## src/rtl/lslf_pkg.sv

```systemverilog
// ----------------------------------------------------------------------------
// lslf_pkg
// types and constants of the least-squares line fit unit
// ----------------------------------------------------------------------------
package lslf_pkg;

   localparam int COORD_BITS = 16;
   localparam int MAX_POINTS = 65536;
   localparam int FRAC_BITS  = 16;

   localparam int CNT_W  = $clog2(MAX_POINTS + 1);
   localparam int SX_W   = COORD_BITS + CNT_W;
   localparam int SXX_W  = 2 * COORD_BITS + CNT_W - 2;
   localparam int SXY_W  = 2 * COORD_BITS + CNT_W - 1;
   localparam int OUT_W  = 48;
   localparam int RSQ_W  = 17;
   localparam int STAT_W = 2;

   localparam int ALU_W     = 144;
   localparam int ALU_SW    = ALU_W + 1;
   localparam int ALU_CNT_W = $clog2(ALU_W);

   localparam logic [STAT_W-1:0] STAT_OK   = 2'd0;
   localparam logic [STAT_W-1:0] STAT_VERT = 2'd1;
   localparam logic [STAT_W-1:0] STAT_FLAT = 2'd2;
   localparam logic [STAT_W-1:0] STAT_SAT  = 2'd3;

   localparam logic OP_MUL = 1'b0;
   localparam logic OP_DIV = 1'b1;

   typedef struct packed {
      logic start;
      logic op;
   } alu_req_type;

   typedef struct packed {
      logic [CNT_W-1:0]        count;
      logic signed [SX_W-1:0]  sx;
      logic signed [SX_W-1:0]  sy;
      logic [SXX_W-1:0]        sxx;
      logic [SXX_W-1:0]        syy;
      logic signed [SXY_W-1:0] sxy;
   } sums_type;

   typedef struct packed {
      logic signed [OUT_W-1:0] slope;
      logic signed [OUT_W-1:0] intercept;
      logic [RSQ_W-1:0]        r_squared;
      logic [STAT_W-1:0]       fit_status;
   } fit_result_type;

   typedef struct packed {
      logic             sat;
      logic [OUT_W-1:0] val;
   } sat_type;

   function automatic logic [ALU_W-1:0] mag_of(input logic signed [ALU_SW-1:0] v);
      logic signed [ALU_SW-1:0] n;
      n = -v;
      return v[ALU_SW-1] ? n[ALU_W-1:0] : v[ALU_W-1:0];
   endfunction

   function automatic sat_type sat48(input logic neg, input logic [ALU_W-1:0] m);
      sat_type r;
      logic [ALU_W-1:0] n;
      n = -m;
      r.sat = 1'b0;
      if (neg) begin
         if (m > (ALU_W'(1) << (OUT_W - 1))) begin
            r.sat = 1'b1;
            r.val = {1'b1, {(OUT_W-1){1'b0}}};
         end else begin
            r.val = n[OUT_W-1:0];
         end
      end else begin
         if (m > ((ALU_W'(1) << (OUT_W - 1)) - ALU_W'(1))) begin
            r.sat = 1'b1;
            r.val = {1'b0, {(OUT_W-1){1'b1}}};
         end else begin
            r.val = m[OUT_W-1:0];
         end
      end
      return r;
   endfunction

endpackage

```

## src/rtl/lslf_alu.sv

```systemverilog
// ----------------------------------------------------------------------------
// lslf_alu
// shared bit-serial unsigned multiplier and restoring divider
// ----------------------------------------------------------------------------
module lslf_alu (
   input  logic                         clock,
   input  logic                         reset,
   input  lslf_pkg::alu_req_type        req,
   input  logic [lslf_pkg::ALU_W-1:0]   op_a,
   input  logic [lslf_pkg::ALU_W-1:0]   op_b,
   output logic                         done,
   output logic [lslf_pkg::ALU_W-1:0]   result
);
   import lslf_pkg::*;

   logic                 busy_ff, busy_in;
   logic                 done_ff, done_in;
   logic                 op_ff, op_in;
   logic [ALU_CNT_W-1:0] cnt_ff, cnt_in;
   logic [ALU_W-1:0]     a_ff, a_in;
   logic [ALU_W-1:0]     b_ff, b_in;
   logic [ALU_W-1:0]     acc_ff, acc_in;
   logic [ALU_W-1:0]     rem_ff, rem_in;
   logic [ALU_W:0]       rem_w;
   logic                 ge;

   always_comb begin
      busy_in = busy_ff;
      done_in = 1'b0;
      op_in   = op_ff;
      cnt_in  = cnt_ff;
      a_in    = a_ff;
      b_in    = b_ff;
      acc_in  = acc_ff;
      rem_in  = rem_ff;
      rem_w   = {rem_ff, a_ff[ALU_W-1]};
      ge      = rem_w >= {1'b0, b_ff};
      if (req.start) begin
         busy_in = 1'b1;
         op_in   = req.op;
         cnt_in  = '0;
         a_in    = op_a;
         b_in    = op_b;
         acc_in  = '0;
         rem_in  = '0;
      end else if (busy_ff) begin
         unique case (op_ff)
            OP_MUL: begin
               acc_in = {acc_ff[ALU_W-2:0], 1'b0} + (b_ff[ALU_W-1] ? a_ff : '0);
               b_in   = {b_ff[ALU_W-2:0], 1'b0};
            end
            OP_DIV: begin
               rem_in = ge ? ALU_W'(rem_w - {1'b0, b_ff}) : rem_w[ALU_W-1:0];
               acc_in = {acc_ff[ALU_W-2:0], ge};
               a_in   = {a_ff[ALU_W-2:0], 1'b0};
            end
            default: begin
               acc_in = acc_ff;
            end
         endcase
         cnt_in = cnt_ff + ALU_CNT_W'(1);
         if (cnt_ff == ALU_CNT_W'(ALU_W - 1)) begin
            busy_in = 1'b0;
            done_in = 1'b1;
         end
      end
   end

   always_ff @(posedge clock) begin
      if (reset) begin
         busy_ff <= 1'b0;
         done_ff <= 1'b0;
      end else begin
         busy_ff <= busy_in;
         done_ff <= done_in;
      end
      op_ff  <= op_in;
      cnt_ff <= cnt_in;
      a_ff   <= a_in;
      b_ff   <= b_in;
      acc_ff <= acc_in;
      rem_ff <= rem_in;
   end

   assign done   = done_ff;
   assign result = acc_ff;

endmodule

```

## config.mk

```make
export PLATFORM = sky130hd
export DESIGN_NAME = lslf_alu
export DESIGN_NICKNAME = d
export VERILOG_FILES = /design/src/rtl/lslf_pkg.sv /design/src/rtl/lslf_alu.sv
export SDC_FILE = /design/constraint.sdc
export NUM_CORES = 2
export LEC_CHECK = 0
export BUFFER_PORTS_ARGS = -buffer_cell sky130_fd_sc_hd__buf_2
export CAP_MARGIN = 20
export CORE_MARGIN = 1
export CORE_UTILIZATION = 40
export CTS_CLUSTER_SIZE = 40
export DETAILED_ROUTE_END_ITERATION = 16
export SLEW_MARGIN = 20
export SYNTH_ARGS = -nofsm -noshare
export SYNTH_HDL_FRONTEND = slang
export SYNTH_SLANG_ARGS = --single-unit
export TNS_END_PERCENT = 20
```

## constraint.sdc

```tcl
create_clock -name clock -period 9.1 [get_ports clock]
set_input_delay 2.275 -clock clock [delete_from_list [all_inputs] [get_ports clock]]
set_output_delay 2.275 -clock clock [all_outputs]
set_load 0.02 [all_outputs]
```

==> flow_summary_export.csv <==
group,metric,value,unit
route,viasPerCell,5.783,
power_and_ir_drop,ir_drop,0.1545,mV
route,drt_iter0_drc,3333,
route,drtAntennaViolNets,0,
route,num_vias,42790,
synth,netlist.area_leader.share,18.91,%
timing,finalClockSkew,29.19,ps
cts,ctsResizeCount,0,
finish,mostFrequentLayoutCells,"nand2_1 (638), a21oi_1 (553), nor2_1 (511)",
cts,tritoncts,"built",
timing,slew_violations,0,
finish,final_common_cell,"nand2_1",
worst_hold_path,whs_path_depth,2,
cts,cts_buffers,73,
setup_path,end_kind,"flop",
route,drc,0,
finish,nets,6418,
synth,synth_area,45890,sq um
route,wl_per_cell,21.16,um
finish,drive_gt1_share,13.34,%
cts,clock_tree.buffer_depth,3,
timing,fin_crit,5822,ps
setup_path,cp-start-kind,"flop",
synth,synth_seq_cells,587,
placed_design,gp_congestion,0.9856,
placed_design,hpwl,120400,um
synth,yosysTopAreaCell,"edfxtp_1",
placed_design,place.port_buffers,436,
route,dr.pass1.iters,6,
synth,yosys_warnings,0,
finish,n_fill_cell,11430,
floorplan,io_pins,437,
cts,htree_levels,3,
synth,synthCells,5659,
timing,setup_ws,3278,ps
floorplan,core,113100,sq um
grt,grt_max_degree,163,
setup_path,reg2regPathDepth,16,
power_and_ir_drop,power.leakage,0.02076,uW
floorplan,dieArea,116100,sq um
timing,fmaxAchievable,0.1718,GHz
synth,synthesis.nets,6240,
grt,grt_pass1_wl,240600,um
cts,cts.sinks,587,
synth,synthTopCellsByArea,"edfxtp_1 (19%), dfxtp_1 (13%), ha_1 (7.8%)",
timing,slew_headroom,26.51,%
synth,synthArstFlopShare,0,%
cts,post-cts-setup-buffers,0,
timing,finalHoldViolCount,0,
floorplan,die_h,340.7,um
setup_path,critical_path_class,"reg2reg",
setup_path,critPathArrivalTime,6340,ps
synth,avgSynthCellArea,8.109,sq um
timing,finalSetupViolCount,0,
cts,clk_latency,670,ps
synth,ys_seq_area_share,31.91,%
timing,rsz0062_at_grt,"no",
setup_path,crit_required,9620,ps
status,status,"complete, no violations",
floorplan,initial_core_util,40.57,%
worst_hold_path,hold_class,"reg2reg",
floorplan,die_w,340.7,um
cts,clk_pin_slew,60,ps
timing,setup_tns,0,ps
synth,ys.flop_type,"dfxtp_1",
synth,synth_edf_count,289,
grt,grt_use_total,26.15,%
power_and_ir_drop,p_per_area,173.2,nW/um^2
placed_design,pre_cts_slack,3451,ps
finish,area_growth,11.28,%
grt,antenna_found_initial,14,
grt,grt_pass1_vias,41010,
grt,grt-ovfl-total,0,
job,max_cap_viol_count,0,
floorplan,num_rows,123,
cts,hold_buffers,0,
cts,cts-root-buf,"clkbuf_16",
route,wirelength,156600,um
setup_path,cp_max_fo,75,
timing,tightest_slew,1102,ps
synth,synth_cell_types,104,
timing,period_share,63.98,%
[area by class of cell]
cell class                 count  area [sq um]  share of cell area, %
sequential                   587         14650                  28.68
clock inverter                39         483.0                 0.9457
timing repair buffer         469          2485                  4.866
antenna                        1         2.502               0.004900
clock buffer                  97          2018                  3.952
inverter                     232         875.8                  1.715
multi-input combinational   4474         28680                  56.16
tap                         1500          1877                  3.675
[layer usage]
| layer | track usage, % | up-vias | wire length [um] |
|---|---|---|---|
| met5 | 0 | - | 104 |
| met4 | 8.511 | 14 | 5251 |
| met3 | 4.963 | 262 | 9787 |
| met2 | 42.80 | 1233 | 71710 |
| met1 | 34.53 | 20350 | 69700 |
| li1 | - | 20940 | - |
[critical path, cell delays in order (launching register included)]
cell and delay (ps):
edfxtp_1 380, buf_4 350, and2_1 280, ha_1 440, nand4_1 190, nor4_1 740
o211ai_1 380, nand3_1 320, a21oi_1 100, buf_4 200, o41ai_1 630, o31ai_1 340
o21ai_1 360, nand2_1 180, o41ai_1 450, xnor2_1 180, o22ai_1 100
[cell usage after synthesis (all sizes together) (8+ instances only)]
cell      n
and4     12
buf      69
or4       8
nor4     26
nor2b    20
nand4   163
o211a     9
nand2   640
nor2    513
o31a     10
xor2    109
o21bai   82
a21boi   22
nand2b   31
o221ai   10
a21oi   554
a22oi    11
a21o    159
nand3    52
a221oi   13
or3      18
nand3b   10
ha      287
a31oi    32
o22ai    26
nor3     79
a211oi  152
mux2    146
mux2i   117
clkbuf  293
o21ai   498
o211ai  115
edfxtp  289
inv     232
xnor2   161
dfxtp   298
or2      18
and2    159
o21a     42
o31ai    31
and3     38
[state kept, by name (all words and copies together) (netlist names)]
name	count
a_ff	144
b_ff	144
busy_ff	1
cnt_ff	8
done	1
op_ff	1
rem_ff	144
result	144
[where the power goes]
| part | total (uW) | internal (uW) | switching (uW) |
|---|---|---|---|
| clock network | 3100 | 1830 | 1270 |
| registers | 3210 | 3030 | 171 |
| logic | 2540 | 920 | 1620 |
| total | 8850 | 5780 | 3060 |
[worst paths after layout]
| check | end | from | slack, ps |
|---|---|---|---|
| worst min-delay path | rem_ff[9]$_SDFFE_PP0P_ | rem_ff[9]$_SDFFE_PP0P_ | 470 |
| worst max register to register | result[143]$_SDFFE_PP0P_ | b_ff[143]$_DFFE_PP_ | 3280 |
| worst min register to register | rem_ff[9]$_SDFFE_PP0P_ | rem_ff[9]$_SDFFE_PP0P_ | 470 |
| worst max-delay path | result[143]$_SDFFE_PP0P_ | b_ff[143]$_DFFE_PP_ | 3280 |
[kinds of logic after synthesis]
logic type	after synthesis	synth area share [%]
AO/OA/AOI/OAI	1850	25.07
XOR/XNOR	270	5.153
adder cells (fa/ha/maj)	289	7.912
buffers and inverters	598	5.652
flip-flops	587	31.91
multiplexers	263	6.135
AND/OR/NAND/NOR	1802	18.17
[per-stage QoR]
stage / hold WS [ps] / total power [uW] / cells / utilization, % / instance area [sq um]
finish: 474.3 / 8847 / 7399 / 45.15 / 51070
global route: 495.1 / 9274 / 7399 / 45.15 / 51070
CTS: 476.4 / 8900 / 7398 / 45.14 / 51070
detailed placement: 469.2 / 5763 / 7262 / 42.93 / 48560
global placement: 460.1 / 5758 / 7261 / 42.92 / 48550
floorplan: 448.0 / 5077 / 5659 / - / 45890
(Power assumes the default switching activity.)
