--- src/rtl/lslf_pkg.sv ---
// ----------------------------------------------------------------------------
// lslf_pkg
// types and constants of the least-squares line fit unit
// ----------------------------------------------------------------------------
package lslf_pkg;

   localparam int COORD_BITS = 16;
   localparam int MAX_POINTS = 65536;
   localparam int FRAC_BITS  = 16;

   localparam int CNT_W  = $clog2(MAX_POINTS + 1);
   localparam int SX_W   = COORD_BITS + CNT_W;
   localparam int SXX_W  = 2 * COORD_BITS + CNT_W - 2;
   localparam int SXY_W  = 2 * COORD_BITS + CNT_W - 1;
   localparam int OUT_W  = 48;
   localparam int RSQ_W  = 17;
   localparam int STAT_W = 2;

   localparam int ALU_W     = 144;
   localparam int ALU_SW    = ALU_W + 1;
   localparam int ALU_CNT_W = $clog2(ALU_W);

   localparam logic [STAT_W-1:0] STAT_OK   = 2'd0;
   localparam logic [STAT_W-1:0] STAT_VERT = 2'd1;
   localparam logic [STAT_W-1:0] STAT_FLAT = 2'd2;
   localparam logic [STAT_W-1:0] STAT_SAT  = 2'd3;

   localparam logic OP_MUL = 1'b0;
   localparam logic OP_DIV = 1'b1;

   typedef struct packed {
      logic start;
      logic op;
   } alu_req_type;

   typedef struct packed {
      logic [CNT_W-1:0]        count;
      logic signed [SX_W-1:0]  sx;
      logic signed [SX_W-1:0]  sy;
      logic [SXX_W-1:0]        sxx;
      logic [SXX_W-1:0]        syy;
      logic signed [SXY_W-1:0] sxy;
   } sums_type;

   typedef struct packed {
      logic signed [OUT_W-1:0] slope;
      logic signed [OUT_W-1:0] intercept;
      logic [RSQ_W-1:0]        r_squared;
      logic [STAT_W-1:0]       fit_status;
   } fit_result_type;

   typedef struct packed {
      logic             sat;
      logic [OUT_W-1:0] val;
   } sat_type;

   function automatic logic [ALU_W-1:0] mag_of(input logic signed [ALU_SW-1:0] v);
      logic signed [ALU_SW-1:0] n;
      n = -v;
      return v[ALU_SW-1] ? n[ALU_W-1:0] : v[ALU_W-1:0];
   endfunction

   function automatic sat_type sat48(input logic neg, input logic [ALU_W-1:0] m);
      sat_type r;
      logic [ALU_W-1:0] n;
      n = -m;
      r.sat = 1'b0;
      if (neg) begin
         if (m > (ALU_W'(1) << (OUT_W - 1))) begin
            r.sat = 1'b1;
            r.val = {1'b1, {(OUT_W-1){1'b0}}};
         end else begin
            r.val = n[OUT_W-1:0];
         end
      end else begin
         if (m > ((ALU_W'(1) << (OUT_W - 1)) - ALU_W'(1))) begin
            r.sat = 1'b1;
            r.val = {1'b0, {(OUT_W-1){1'b1}}};
         end else begin
            r.val = m[OUT_W-1:0];
         end
      end
      return r;
   endfunction

endpackage

--- src/rtl/lslf_accum.sv ---
// ----------------------------------------------------------------------------
// lslf_accum
// running count and power sums of the incoming points
// ----------------------------------------------------------------------------
module lslf_accum (
   input  logic                                  clock,
   input  logic                                  reset,
   input  logic                                  accept,
   input  logic signed [lslf_pkg::COORD_BITS-1:0] x_value,
   input  logic signed [lslf_pkg::COORD_BITS-1:0] y_value,
   input  logic                                  clear,
   output lslf_pkg::sums_type                    sums
);
   import lslf_pkg::*;

   localparam int PW = 2 * COORD_BITS;

   sums_type sums_ff, sums_in;
   logic signed [PW-1:0] xx_prod, yy_prod, xy_prod;

   always_comb begin
      xx_prod = x_value * x_value;
      yy_prod = y_value * y_value;
      xy_prod = x_value * y_value;
      sums_in = sums_ff;
      if (clear) begin
         sums_in = '0;
      end else if (accept && (sums_ff.count < CNT_W'(MAX_POINTS))) begin
         sums_in.count = sums_ff.count + CNT_W'(1);
         sums_in.sx    = sums_ff.sx + SX_W'(x_value);
         sums_in.sy    = sums_ff.sy + SX_W'(y_value);
         sums_in.sxx   = sums_ff.sxx + {{(SXX_W-PW){1'b0}}, xx_prod};
         sums_in.syy   = sums_ff.syy + {{(SXX_W-PW){1'b0}}, yy_prod};
         sums_in.sxy   = sums_ff.sxy + {{(SXY_W-PW){xy_prod[PW-1]}}, xy_prod};
      end
   end

   always_ff @(posedge clock) begin
      if (reset) begin
         sums_ff <= '0;
      end else begin
         sums_ff <= sums_in;
      end
   end

   assign sums = sums_ff;

endmodule

--- config.mk ---
export PLATFORM = sky130hd
export DESIGN_NAME = lslf_accum
export DESIGN_NICKNAME = d
export VERILOG_FILES = /design/src/rtl/lslf_pkg.sv /design/src/rtl/lslf_accum.sv
export SDC_FILE = /design/constraint.sdc
export NUM_CORES = 2
export LEC_CHECK = 0
export BUFFER_PORTS_ARGS = -buffer_cell sky130_fd_sc_hd__buf_2
export CORE_ASPECT_RATIO = 0.8
export CORE_MARGIN = 2
export CORE_UTILIZATION = 35
export CTS_CLUSTER_DIAMETER = 50
export DETAILED_ROUTE_END_ITERATION = 10
export PLACE_DENSITY = 0.53
export SKIP_LAST_GASP = 1
export SLEW_MARGIN = 25
export SYNTH_ARGS = -nofsm -noshare
export SYNTH_HDL_FRONTEND = slang
export SYNTH_SLANG_ARGS = --single-unit
--- constraint.sdc ---
create_clock -name clock -period 23.8 [get_ports clock]
set_input_delay 2.38 -clock clock [delete_from_list [all_inputs] [get_ports clock]]
set_output_delay 2.38 -clock clock [all_outputs]
set_load 0.03 [all_outputs]
==> summary.md <==
| Metric | Value |
|---|---|
| Kind of launch point of the worst setup path | `input pin` |
| Antenna viol nets, final | `0` |
| Number of buffers added for setup after CTS | `0` |
| Count of unresolved DRC violations after routing | `0` |
| CTS Hold Buffers Added | `0` |
| Clock period minus worst slack | `11670 ps` |
| Number of buffers on the longest clock path | `3` |
| Number of vias in the routed layout | `34141` |
| TNS Setup | `0 ps` |
| All-Layer GR Usage | `19.8%` |
| Syn_area_per_cell | `8.48 um2` |
| Number of enable flip-flop cells after synthesis | `0` |
| Seq cells post-synth | `225` |
| Horizontal extent of the die | `400 um` |
| Standard cell with the maximum stage delay on the critical path | `sky130_fd_sc_hd__xnor2_2` |
| Maximum number of pins on one net before global-route repair | `154` |
| Num CTS Buffers | `34` |
| Adder-Cell Fraction of Synth Area | `46.1%` |
| Ys Warns | `0` |
| Synth async-reset ratio | `0%` |
| Data required, critical path | `24230 ps` |
| Die Outline Area | `128000 um2` |
| CP most frequent cell | `sky130_fd_sc_hd__fa_1` |
| Highest cell delay on the worst timing path | `800 ps` |
| Max-Cap Viols | `0` |
| Netlist area before placement | `43800 um2` |
| Combinational family with the most area after synthesis | `adder cells` |
| Number of detailed-routing iterations run before antenna repair | `6` |
| Final routed wire length divided by cell count | `17.8 um` |
| Internal reg-to-reg setup slack | `19840 ps` |
| Count of buffer and inverter cells on the critical path | `5` |
| Primary flip-flop cell chosen by synthesis mapping | `sky130_fd_sc_hd__dfxtp_1` |
| Global route overflow | `0` |
| Initial core utilization | `35.1%` |
| Antenna violations before repair | `9` |
| Post-DP HPWL | `97.5 mm` |
| Max-slew violations | `0` |
| Share of cell area taken by muxes after synthesis | `0.0685%` |
| Capturing element type of the critical path | `register` |
| Worst-Skew Late Latency | `570 ps` |
| Total setup violations reported at the end of the flow | `0` |
| Final wirelength | `125 mm` |
| Worst Hold Path EP | `sums[158]` |
| Slew margin rel. | `30.4%` |
| Port buffer count | `260` |
| Maximum fanout along the worst path | `28` |
| Unrepaired setup endpoints after global routing | `false` |
| Final count of hold timing violations | `0` |
| Clock skew after layout | `27.5 ps` |
| Reg-to-reg critical path endpoint | `sums[92]` |
| Vias in the first global route | `35286` |
| Cell family with the largest share of critical-path delay | `adder cells` |
| Die height | `320 um` |
| RR Startpoint | `sums[48]` |
| Part of the cycle the worst path needs | `49.0%` |
| Clk Tree Root Cell | `sky130_fd_sc_hd__clkbuf_16` |
| Global-route wire length before repair | `202 mm` |
| Number of clock sinks seen by CTS | `225` |
| Synthesized-area fraction occupied by and/or/nand/nor cells | `14.8%` |
| H-tree depth | `2` |
| Core Box Area | `125000 um2` |
| Result of the run | `finished, final reports clean` |
| Net count reported at finish | `6509` |
| Worst min path class | `register to register` |
| Site row count | `116` |
| Vias/cell | `4.89` |
| Hold path startpoint | `sums[158]` |
| Routability Congestion | `0.871` |
| WHS Path Cells | `2` |
| Fmax | `0.0857 GHz` |
| Xor/xnor share of the synthesized area | `5.46%` |
| Clock tree from TritonCTS | `yes` |
| Least-Margin Pin Slew | `1020 ps` |
| Total I/O pin count | `261` |
| Register-to-Register Path Depth | `13` |
| CP Data Arrival Time | `12110 ps` |
| Fraction of final layout cells sized beyond drive strength 1 | `7.30%` |
| Kind of critical path | `input pin to register` |
| Post-synthesis instance total | `5170` |
| Post-cts gate resize count | `0` |
| Synth Area in Compound Gates | `13.0%` |
| Part of the Yosys area used for sequential elements | `10.3%` |
| Clock input transition at the sequential cells of the worst setup and hold paths | `60 ps` |
| Synthesized netlist net count | `6376` |
| Number of flip-flops under the largest register name | `225` |
| Layout Utilization | `38.4%` |
| Yosys cell types | `76` |
| Synth-to-Final Area Change | `9.38%` |
| Number of design-rule violations left by the first detailed-router iteration | `1846` |
-- cell usage in the layout, fill, tap and decap left out, drive strengths merged, types with 6 or more instances in the layout --
cell and instances:
a21oi 341, a41oi 6, and2 202, a21boi 15, dfxtp 225, fa 743, and3 43, ha 427
xnor2 182, or2 11, a211o 9, o2111ai 11, nand2b 44, xor2 91, nor2 245, nor4 8
nand3 71, clkbuf 45, nor3 43, a31oi 21, inv 1005, nor2b 30, buf 292, a211oi 32
o21bai 37, clkinv 10, or3 34, nand2 609, o21a 43, nand4 31, o31ai 14, o211ai 9
o21ai 167, a21o 156, a31o 6
-- kinds of logic after synthesis --
group           Yosys count
mux                       3
compound gates          909
buf+inv                1199
flops                   225
fa+ha+maj              1170
xor+xnor                273
simple gates           1391
-- worst max path at each step --
stage / cells past startpoint / slack [ps] / to / from
2_1_floorplan: 34 / 13100 / sums[45] / y_value[7]
4_1_cts: 30 / 12150 / sums[46] / y_value[3]
5_1_grt: 32 / 11480 / sums[46] / y_value[3]
6_report: 32 / 12130 / sums[46] / y_value[3]
3_3_place_gp: 30 / 11650 / sums[46] / y_value[3]
3_5_place_dp: 30 / 11600 / sums[46] / y_value[3]
-- final cells by class --
type                       instances  area, um2
antenna                            2       5.00
clock buffer                      45        982
clock inverter                    17        206
fill                           12790      76700
inverter                        1004       3770
multi-input combinational       3746      34800
sequential                       225       4500
tap                             1652       2070
timing repair buffer             292       1550
-- stage by stage --
step / setup slack [ps] / instances / hold WS [ps] / cell area, um2
final: 12130 / 6983 / 471 / 47900
after global routing: 11480 / 6982 / 493 / 47900
after CTS: 12150 / 6981 / 474 / 47900
after detailed placement: 11600 / 6919 / 466 / 46700
after global placement: 11650 / 6919 / 459 / 46700
after floorplan: 13100 / 5170 / 593 / 43800
-- layer usage --
layer	routed length (um)	up-vias	track usage, %
met3	5640	110	2.29
li1	-	16600	-
met2	57400	705	32.3
met4	1920	6	3.02
met1	59500	16720	28.7
met5	36	-	0
-- cell usage after synthesis (6+ instances only) --
| master | number | area (um2) |
|---|---|---|
| sky130_fd_sc_hd__xor2_1 | 91 | 797 |
| sky130_fd_sc_hd__and2_1 | 202 | 1260 |
| sky130_fd_sc_hd__xnor2_1 | 182 | 1590 |
| sky130_fd_sc_hd__nor2_1 | 245 | 920 |
| sky130_fd_sc_hd__a211o_1 | 9 | 78.8 |
| sky130_fd_sc_hd__a21o_1 | 156 | 1170 |
| sky130_fd_sc_hd__ha_1 | 427 | 5340 |
| sky130_fd_sc_hd__or2_2 | 11 | 68.8 |
| sky130_fd_sc_hd__a211oi_1 | 32 | 240 |
| sky130_fd_sc_hd__o21ai_0 | 155 | 776 |
| sky130_fd_sc_hd__clkbuf_1 | 179 | 672 |
| sky130_fd_sc_hd__nor3_1 | 42 | 210 |
| sky130_fd_sc_hd__nor2b_1 | 30 | 188 |
| sky130_fd_sc_hd__nand2_1 | 609 | 2290 |
| sky130_fd_sc_hd__a31o_2 | 6 | 52.6 |
| sky130_fd_sc_hd__fa_1 | 743 | 14900 |
| sky130_fd_sc_hd__buf_1 | 13 | 48.8 |
| sky130_fd_sc_hd__o31ai_1 | 11 | 82.6 |
| sky130_fd_sc_hd__nand2b_1 | 44 | 275 |
| sky130_fd_sc_hd__o21ai_1 | 12 | 60.1 |
| sky130_fd_sc_hd__nor4_1 | 7 | 43.8 |
| sky130_fd_sc_hd__a21oi_1 | 338 | 1690 |
| sky130_fd_sc_hd__a21boi_0 | 15 | 113 |
| sky130_fd_sc_hd__inv_1 | 998 | 3750 |
| sky130_fd_sc_hd__o21bai_1 | 37 | 278 |
| sky130_fd_sc_hd__dfxtp_1 | 225 | 4500 |
| sky130_fd_sc_hd__nand3_1 | 71 | 355 |
| sky130_fd_sc_hd__or3_1 | 34 | 213 |
| sky130_fd_sc_hd__a31oi_1 | 19 | 119 |
| sky130_fd_sc_hd__and3_1 | 43 | 269 |
| sky130_fd_sc_hd__o211ai_1 | 8 | 60.1 |
| sky130_fd_sc_hd__nand4_1 | 31 | 194 |
| sky130_fd_sc_hd__o2111ai_1 | 11 | 96.3 |
| sky130_fd_sc_hd__o21a_1 | 43 | 323 |
-- worst min-delay path, stage by stage, from the launching register on --
cell and delay (ps):
sky130_fd_sc_hd__dfxtp_1 320, sky130_fd_sc_hd__nand2_1 50, sky130_fd_sc_hd__a21oi_1 50
Power is left out: the tool's default activity adds up to more than one toggle a clock period on the data nets, which glitch-free logic cannot reach.
